$ cat src/hdl/wbps_pkg.sv
package wbps_pkg;

    localparam int BYTE_W   = 8;
    localparam int OFFSET_W = 24;
    localparam int LEN_W    = 5;
    localparam int DATA_W   = 64;
    localparam int ADDR_W   = 5;

    typedef enum logic [1:0] {
        REG_PATTERN_LOW  = 2'd0,
        REG_PATTERN_HIGH = 2'd1,
        REG_PATTERN_LEN  = 2'd2,
        REG_WILDCARD     = 2'd3
    } reg_index_t;

    typedef struct packed {
        logic [BYTE_W-1:0] region_byte;
        logic              region_last;
    } item_t;

    typedef struct packed {
        logic                match_found;
        logic [OFFSET_W-1:0] match_offset;
    } result_t;

    typedef struct packed {
        logic [DATA_W-1:0] pattern_low_word;
        logic [DATA_W-1:0] pattern_high_word;
        logic [LEN_W-1:0]  pattern_length;
        logic [BYTE_W-1:0] wildcard_byte;
    } cfg_t;

    // byte position and end marker that travel with the shifted window
    typedef struct packed {
        logic [OFFSET_W-1:0] pos;
        logic                last;
    } stage_t;

endpackage

$ cat src/hdl/wbps_regs.sv
module wbps_regs
    import wbps_pkg::*;
(
    input  logic                      clk,
    input  logic                      rst_n,
    input  logic                      psel,
    input  logic                      penable,
    input  logic                      pwrite,
    input  logic [ADDR_W-1:0]         paddr,
    input  logic [DATA_W-1:0]         pwdata,
    output logic [DATA_W-1:0]         prdata,
    output logic                      pready,
    output cfg_t                      cfg
);

    cfg_t       cfg_reg;
    reg_index_t index;
    logic       wr_en;

    assign index  = reg_index_t'(paddr[ADDR_W-1:3]);
    assign wr_en  = psel && penable && pwrite;
    assign pready = 1'b1;
    assign cfg    = cfg_reg;

    always_ff @(posedge clk or negedge rst_n)
    begin
        if (!rst_n)
        begin
            cfg_reg.pattern_low_word  <= '0;
            cfg_reg.pattern_high_word <= '0;
            cfg_reg.pattern_length    <= LEN_W'(1);
            cfg_reg.wildcard_byte     <= '0;
        end
        else if (wr_en)
        begin
            case (index)
                REG_PATTERN_LOW:  cfg_reg.pattern_low_word  <= pwdata;
                REG_PATTERN_HIGH: cfg_reg.pattern_high_word <= pwdata;
                REG_PATTERN_LEN:  cfg_reg.pattern_length    <= pwdata[LEN_W-1:0];
                REG_WILDCARD:     cfg_reg.wildcard_byte     <= pwdata[BYTE_W-1:0];
                default:          ;
            endcase
        end
    end

    always_comb
    begin
        case (index)
            REG_PATTERN_LOW:  prdata = cfg_reg.pattern_low_word;
            REG_PATTERN_HIGH: prdata = cfg_reg.pattern_high_word;
            REG_PATTERN_LEN:  prdata = DATA_W'(cfg_reg.pattern_length);
            REG_WILDCARD:     prdata = DATA_W'(cfg_reg.wildcard_byte);
            default:          prdata = '0;
        endcase
    end

endmodule

$ cat src/hdl/wbps_window.sv
module wbps_window
    import wbps_pkg::*;
#(
    parameter int PATTERN_MAX      = 16,
    parameter int REGION_MAX_BYTES = 16777216
)
(
    input  logic                               clk,
    input  logic                               rst_n,
    input  logic                               item_valid,
    output logic                               item_ready,
    input  item_t                              item,
    output logic                               stage_valid,
    input  logic                               stage_ready,
    output stage_t                             stage,
    output logic [PATTERN_MAX-1:0][BYTE_W-1:0] window
);

    localparam logic [OFFSET_W-1:0] POS_LIMIT = OFFSET_W'(REGION_MAX_BYTES - 1);

    logic [PATTERN_MAX-1:0][BYTE_W-1:0] window_reg, window_next, window_base;
    logic [OFFSET_W-1:0]                count_reg, count_next, count_base;
    logic                               clear_reg;
    logic                               valid_reg;
    stage_t                             stage_reg;
    logic                               accept;

    assign item_ready  = !valid_reg || stage_ready;
    assign accept      = item_valid && item_ready;
    assign stage_valid = valid_reg;
    assign stage       = stage_reg;
    assign window      = window_reg;

    // after a region's final byte the scan restarts from an empty window
    assign window_base = clear_reg ? '0 : window_reg;
    assign count_base  = clear_reg ? '0 : count_reg;

    always_comb
    begin
        window_next[0] = item.region_byte;
        for (int k = 1; k < PATTERN_MAX; k++)
        begin
            window_next[k] = window_base[k-1];
        end
        count_next = (count_base < POS_LIMIT) ? count_base + OFFSET_W'(1) : count_base;
    end

    always_ff @(posedge clk or negedge rst_n)
    begin
        if (!rst_n)
        begin
            window_reg <= '0;
            count_reg  <= '0;
            clear_reg  <= 1'b0;
            valid_reg  <= 1'b0;
            stage_reg  <= '0;
        end
        else
        begin
            if (accept)
            begin
                window_reg     <= window_next;
                count_reg      <= count_next;
                clear_reg      <= item.region_last;
                stage_reg.pos  <= count_base;
                stage_reg.last <= item.region_last;
                valid_reg      <= 1'b1;
            end
            else if (stage_ready)
            begin
                valid_reg <= 1'b0;
            end
        end
    end

endmodule

$ cat src/hdl/wbps_match.sv
module wbps_match
    import wbps_pkg::*;
#(
    parameter int PATTERN_MAX = 16
)
(
    input  logic                               clk,
    input  logic                               rst_n,
    input  cfg_t                               cfg,
    input  logic                               stage_valid,
    output logic                               stage_ready,
    input  stage_t                             stage,
    input  logic [PATTERN_MAX-1:0][BYTE_W-1:0] window,
    output logic                               result_valid,
    input  logic                               result_ready,
    output result_t                            result
);

    localparam int               IDX_W    = (PATTERN_MAX > 1) ? $clog2(PATTERN_MAX) : 1;
    localparam logic [LEN_W-1:0] IDX_MASK = LEN_W'(PATTERN_MAX - 1);
    localparam logic [LEN_W-1:0] LEN_MAX  = LEN_W'(PATTERN_MAX);

    logic [2*DATA_W-1:0] pattern;
    logic [LEN_W-1:0]    len;
    logic [LEN_W-1:0]    idx;
    logic [BYTE_W-1:0]   pat_byte;
    logic                hit;
    logic                fits;
    logic                found_now;
    logic                found_next;
    logic [OFFSET_W-1:0] offset_now;
    logic [OFFSET_W-1:0] offset_next;
    logic [OFFSET_W:0]   pos_plus;
    logic                out_space;
    logic                fire;

    logic                found_reg;
    logic [OFFSET_W-1:0] offset_reg;
    logic                out_valid_reg;
    result_t             out_reg;

    assign pattern = {cfg.pattern_high_word, cfg.pattern_low_word};

    always_comb
    begin
        if (cfg.pattern_length == '0)
            len = LEN_W'(1);
        else if (cfg.pattern_length > LEN_MAX)
            len = LEN_MAX;
        else
            len = cfg.pattern_length;
    end

    // pattern byte j lines up with the window entry that is len-1-j bytes old
    always_comb
    begin
        hit      = 1'b1;
        idx      = '0;
        pat_byte = '0;
        for (int j = 0; j < PATTERN_MAX; j++)
        begin
            pat_byte = pattern[8*j +: 8];
            idx      = (len - LEN_W'(1) - LEN_W'(j)) & IDX_MASK;
            if (LEN_W'(j) < len && pat_byte != cfg.wildcard_byte
                && pat_byte != window[idx[IDX_W-1:0]])
                hit = 1'b0;
        end
    end

    assign pos_plus    = {1'b0, stage.pos} + (OFFSET_W+1)'(1);
    assign fits        = pos_plus >= (OFFSET_W+1)'(len);
    assign found_now   = !found_reg && fits && hit;
    assign offset_now  = OFFSET_W'(pos_plus - (OFFSET_W+1)'(len));
    assign found_next  = found_reg || found_now;
    assign offset_next = found_reg ? offset_reg : offset_now;

    assign out_space    = !out_valid_reg || result_ready;
    assign stage_ready  = !stage.last || out_space;
    assign fire         = stage_valid && stage_ready;
    assign result_valid = out_valid_reg;
    assign result       = out_reg;

    always_ff @(posedge clk or negedge rst_n)
    begin
        if (!rst_n)
        begin
            found_reg     <= 1'b0;
            offset_reg    <= '0;
            out_valid_reg <= 1'b0;
        end
        else
        begin
            if (fire && stage.last)
            begin
                found_reg     <= 1'b0;
                offset_reg    <= '0;
                out_valid_reg <= 1'b1;
            end
            else
            begin
                if (fire)
                begin
                    found_reg  <= found_next;
                    offset_reg <= offset_next;
                end
                if (result_ready)
                    out_valid_reg <= 1'b0;
            end
        end
    end

    always_ff @(posedge clk)
    begin
        if (fire && stage.last)
        begin
            out_reg.match_found  <= found_next;
            out_reg.match_offset <= found_next ? offset_next : '0;
        end
    end

endmodule

$ cat src/hdl/wildcard_byte_pattern_search.sv
// A region's result is registered once its final byte has passed the window stage.
// Throughput: one byte per cycle; the window shift and the parallel compare
// each take one register stage; only a final byte waits while the previous result is unread.
// Reset (rst_n, async, active low): the configuration registers return to their defaults,
// the window, byte count and match state clear, and no result is pending.
module wildcard_byte_pattern_search
    import wbps_pkg::*;
#(
    parameter int PATTERN_MAX      = 16,
    parameter int REGION_MAX_BYTES = 16777216
)
(
    input  logic              clk,
    input  logic              rst_n,
    input  logic              psel,
    input  logic              penable,
    input  logic              pwrite,
    input  logic [ADDR_W-1:0] paddr,
    input  logic [DATA_W-1:0] pwdata,
    output logic [DATA_W-1:0] prdata,
    output logic              pready,
    input  logic              item_valid,
    output logic              item_ready,
    input  item_t             item,
    output logic              result_valid,
    input  logic              result_ready,
    output result_t           result
);

    cfg_t                               cfg;
    logic                               stage_valid;
    logic                               stage_ready;
    stage_t                             stage;
    logic [PATTERN_MAX-1:0][BYTE_W-1:0] window;

    wbps_regs u_regs (
        .clk     (clk),
        .rst_n   (rst_n),
        .psel    (psel),
        .penable (penable),
        .pwrite  (pwrite),
        .paddr   (paddr),
        .pwdata  (pwdata),
        .prdata  (prdata),
        .pready  (pready),
        .cfg     (cfg)
    );

    wbps_window #(
        .PATTERN_MAX      (PATTERN_MAX),
        .REGION_MAX_BYTES (REGION_MAX_BYTES)
    ) u_window (
        .clk         (clk),
        .rst_n       (rst_n),
        .item_valid  (item_valid),
        .item_ready  (item_ready),
        .item        (item),
        .stage_valid (stage_valid),
        .stage_ready (stage_ready),
        .stage       (stage),
        .window      (window)
    );

    wbps_match #(
        .PATTERN_MAX (PATTERN_MAX)
    ) u_match (
        .clk          (clk),
        .rst_n        (rst_n),
        .cfg          (cfg),
        .stage_valid  (stage_valid),
        .stage_ready  (stage_ready),
        .stage        (stage),
        .window       (window),
        .result_valid (result_valid),
        .result_ready (result_ready),
        .result       (result)
    );

endmodule
$ cat config.mk
export PLATFORM = sky130hd
export DESIGN_NAME = wildcard_byte_pattern_search
export DESIGN_NICKNAME = d
export VERILOG_FILES = /design/src/hdl/wbps_pkg.sv /design/src/hdl/wbps_regs.sv /design/src/hdl/wbps_window.sv /design/src/hdl/wbps_match.sv /design/src/hdl/wildcard_byte_pattern_search.sv
export SDC_FILE = /design/constraint.sdc
export NUM_CORES = 1
export LEC_CHECK = 0
export ABC_CLOCK_PERIOD_IN_PS = 17750
export BUFFER_PORTS_ARGS = -buffer_cell sky130_fd_sc_hd__buf_4
export CORE_MARGIN = 8
export CORE_UTILIZATION = 60
export CTS_BUF_LIST = sky130_fd_sc_hd__clkbuf_2
export CTS_CLUSTER_SIZE = 8
export DETAILED_ROUTE_END_ITERATION = 10
export PLACE_DENSITY_LB_ADDON = 0.05
export SYNTH_ARGS = -nofsm -noshare
export SYNTH_HDL_FRONTEND = slang
export SYNTH_SLANG_ARGS = --single-unit
$ cat constraint.sdc
create_clock -name clk -period 17.75 [get_ports clk]
set_input_delay 1.775 -clock clk [delete_from_list [all_inputs] [get_ports clk]]
set_output_delay 1.775 -clock clk [all_outputs]
set_load 0.02 [all_outputs]
==> out/results.ini <==
[yosys]
ys.flop_type = dfrtp_1
synthAdderAreaFrac_pct = 0.900
ys_types = 89
async_reset_ff_share_pct = 93.2
syn_inst = 2752
synth-simple-area-share_pct = 17.9
synth-compound-area-share_pct = 10.4
synth_seq_cells = 370
syn_area_per_cell_um2 = 9.90
syn_nets = 2856
yosysWarnings = 0
synth.cell_area_um2 = 27200
yosys.area_share.xor_xnor_pct = 10.1
synth_top_family_by_area = multiplexers
seq_area_frac_synth_pct = 34.5
synth_edf_count = 25
synthMuxAreaShare_pct = 22.5

[placed_design]
gp_congestion = 0.984
io_buffers = 172
dpl.hpwl_um = 64600
dp_cells = 3343
place_area_um2 = 28700

[floorplan]
dieHeight_um = 229
die_w_um = 229
io_pins = 177
rows = 78
start_util_pct = 60.4
core-area_um2 = 45100
dieArea_um2 = 52500

[min_path]
min_path_cells = 2
hold_end = u_match.offset_reg[5]$_DFFE_PN0P_
hp-class = flip-flop to flip-flop
hp-start = u_match.offset_reg[5]$_DFFE_PN0P_

[cts]
root_buffer = clkbuf_2
ctsHoldBuffers = 0
cts_buffer_depth = 3
clock-sinks = 370
cts_tree = done
cts_max_level = 3
cts_setup_buffers = 0
cts_resized = 0
clkTransAtPathRegs_ps = 110
clk_latency_ps = 1140
cts_buffers = 96

[route]
wirelength_um = 90000
via_per_inst = 6.72
vias = 23600
drc = 0
dr.pass1.iters = 6
drt_iter0_markers = 3565
avgRoutedWirePerCell_um = 25.7
ant_nets = 0

[timing]
rsz0062_at_grt = false
setup_viol = 0
tns_ps = 0
worstMarginPinSlew_ps = 1330
finalClockSkew_ps = 61.4
min_period_ps = 7840
relSlewSlack_pct = 10.3
finalHoldViolCount = 0
period_share_pct = 44.2
max_freq_mhz = 128
drv_slew = 0

[cells_and_area]
final_common_cell = nand2_1
final_cell_mix = nand2_1, dfrtp_1, buf_4
multiInputGateArea_um2 = 16900
n_fill_cell = 3734
drive_above_1_share_pct = 23.9
largest_reg_flops = 141
seqCellArea_um2 = 9390
fin_cells = 3506
areaGrowthSynthToFinish_pct = 8.48
fin_nets = 2945
final_cell_area_um2 = 29600
utilization_pct = 65.5

[worst_setup_path]
reg2reg_to = u_match.result[23]$_SDFFCE_PN0P_
r2r_setup_slack_ps = 9910
slowest_stage = dfstp_4
start_kind = flip-flop
critical_path_required_ps = 18640
path_class = flip-flop to flip-flop
path_buf_inv = 5
critPathMaxFanout = 52
crit_path_cell_trace = nand2b_1, buf_4, nand2_8, inv_4, ha_1, buf_4, clkinv_1, ha_1, a31oi_1, nor3_1, nor2_4, mux4_2, xnor2_1, nor4_1, a211oi_1, nor4_4, buf_4, nand3_2, o41ai_2
cp_common_cell = buf_4
arrival_ps = 8730
startpoint = u_regs.cfg[8]$_DFFE_PN1P_
slowest_delay_ps = 1060
r2r_cells = 19
crit_family = simple AND/OR/NAND/NOR gates
r2r-start = u_regs.cfg[8]$_DFFE_PN1P_
worst_setup_path_end_kind = flip-flop

[global_route]
grt_max_degree = 172
grt_pass1_vias = 21800
grtUsageTotal_pct = 33.4
antenna_found_initial = 3
grt_pass1_wl_um = 137000
grt_overflow = 0

[run]
drv_cap = 0

[run_status]
outcome = finished clean

[power]
peakVddDrop_uv = 75.5
power_uw = 3870
p_per_area_nw_per_um2 = 131
p_leak_uw = 0.0128

-- through the flow --
stage	hold slack [ps]	setup WS, ps
floorplan	443	12070
global placement	461	10160
detailed placement	472	10110
CTS	495	10040
global route	510	9630
finish	492	9910
-- report_power, final --
group	internal, uW	switching [uW]	leakage [uW]
sequential	975	236	0.00474
combinational	867	1190	0.00744
clock	235	364	0.000639
total	2080	1790	0.0128
-- cells in the mapped netlist (4+ instances only) --
master | count | area (um2)
or2_2 | 10 | 62.6
nand2_1 | 469 | 1760
buf_1 | 28 | 105
nand4b_1 | 4 | 35.0
nand3b_1 | 136 | 1020
nor2b_1 | 10 | 62.6
nor2_1 | 109 | 409
buf_6 | 7 | 78.8
dfrtp_1 | 344 | 8610
and2_1 | 4 | 25.0
edfxtp_1 | 25 | 751
buf_4 | 6 | 45.0
o21ai_2 | 19 | 166
a21o_1 | 4 | 30.0
a22oi_1 | 105 | 788
o211a_1 | 4 | 40.0
a221o_1 | 4 | 40.0
mux2i_1 | 161 | 1610
o211ai_1 | 13 | 97.6
ha_1 | 18 | 225
o22a_1 | 6 | 52.6
inv_1 | 17 | 63.8
o21ai_0 | 60 | 300
or4_1 | 7 | 52.6
nand2b_1 | 7 | 43.8
nor3_1 | 25 | 125
a21oi_1 | 22 | 110
mux4_2 | 124 | 2790
nor4_1 | 50 | 313
xor2_1 | 127 | 1110
mux2_2 | 152 | 1710
o31ai_1 | 7 | 52.6
nand3_1 | 61 | 305
and3_1 | 14 | 87.6
nand4_1 | 60 | 375
buf_2 | 32 | 160
o221ai_1 | 32 | 280
a221oi_1 | 4 | 35.0
o21ai_1 | 5 | 25.0
a22o_1 | 21 | 184
a211oi_1 | 4 | 30.0
a31oi_1 | 35 | 219
xnor2_1 | 184 | 1610
o22ai_1 | 9 | 56.3
clkbuf_1 | 147 | 552
-- cell families after synthesis --
family,count (synthesis)
and+or+nand+nor,984
adders and majority gates,19
AOI/OAI and AO/OA,386
buffers and inverters,243
xor gates and xnor gates,312
DFF,370
other,1
muxes,437
-- worst max-delay path by stage --
stage | endpoint | cells after the start
2_1_floorplan | u_match.result[23]$_SDFFCE_PN0P_ | 21
3_3_place_gp | u_match.result[17]$_SDFFCE_PN0P_ | 16
3_5_place_dp | u_match.result[23]$_SDFFCE_PN0P_ | 19
4_1_cts | u_match.result[23]$_SDFFCE_PN0P_ | 19
5_1_grt | u_match.result[23]$_SDFFCE_PN0P_ | 19
6_report | u_match.result[23]$_SDFFCE_PN0P_ | 19
-- worst min-delay path: stages (launching register included) --
cell and delay (ps):
dfrtp_1 360, nand2_1 40, o21ai_0 60
-- per-layer routing --
layer  wire [um]  global-route usage, %
met1       39400                   50.5
met2       37800                   46.7
met3       10400                   8.91
met4        2360                   8.85
met5           0                      0
-- area by class of cell --
cell class                 instances  area share [%]
sequential                       370            31.8
timing repair buffer             211            5.43
clock buffer                     135            2.29
inverter                          23           0.301
multi-input combinational       2139            57.1
tap                              600            2.54
antenna                            5          0.0423
clock inverter                    23           0.563
(Power assumes the default switching activity.)
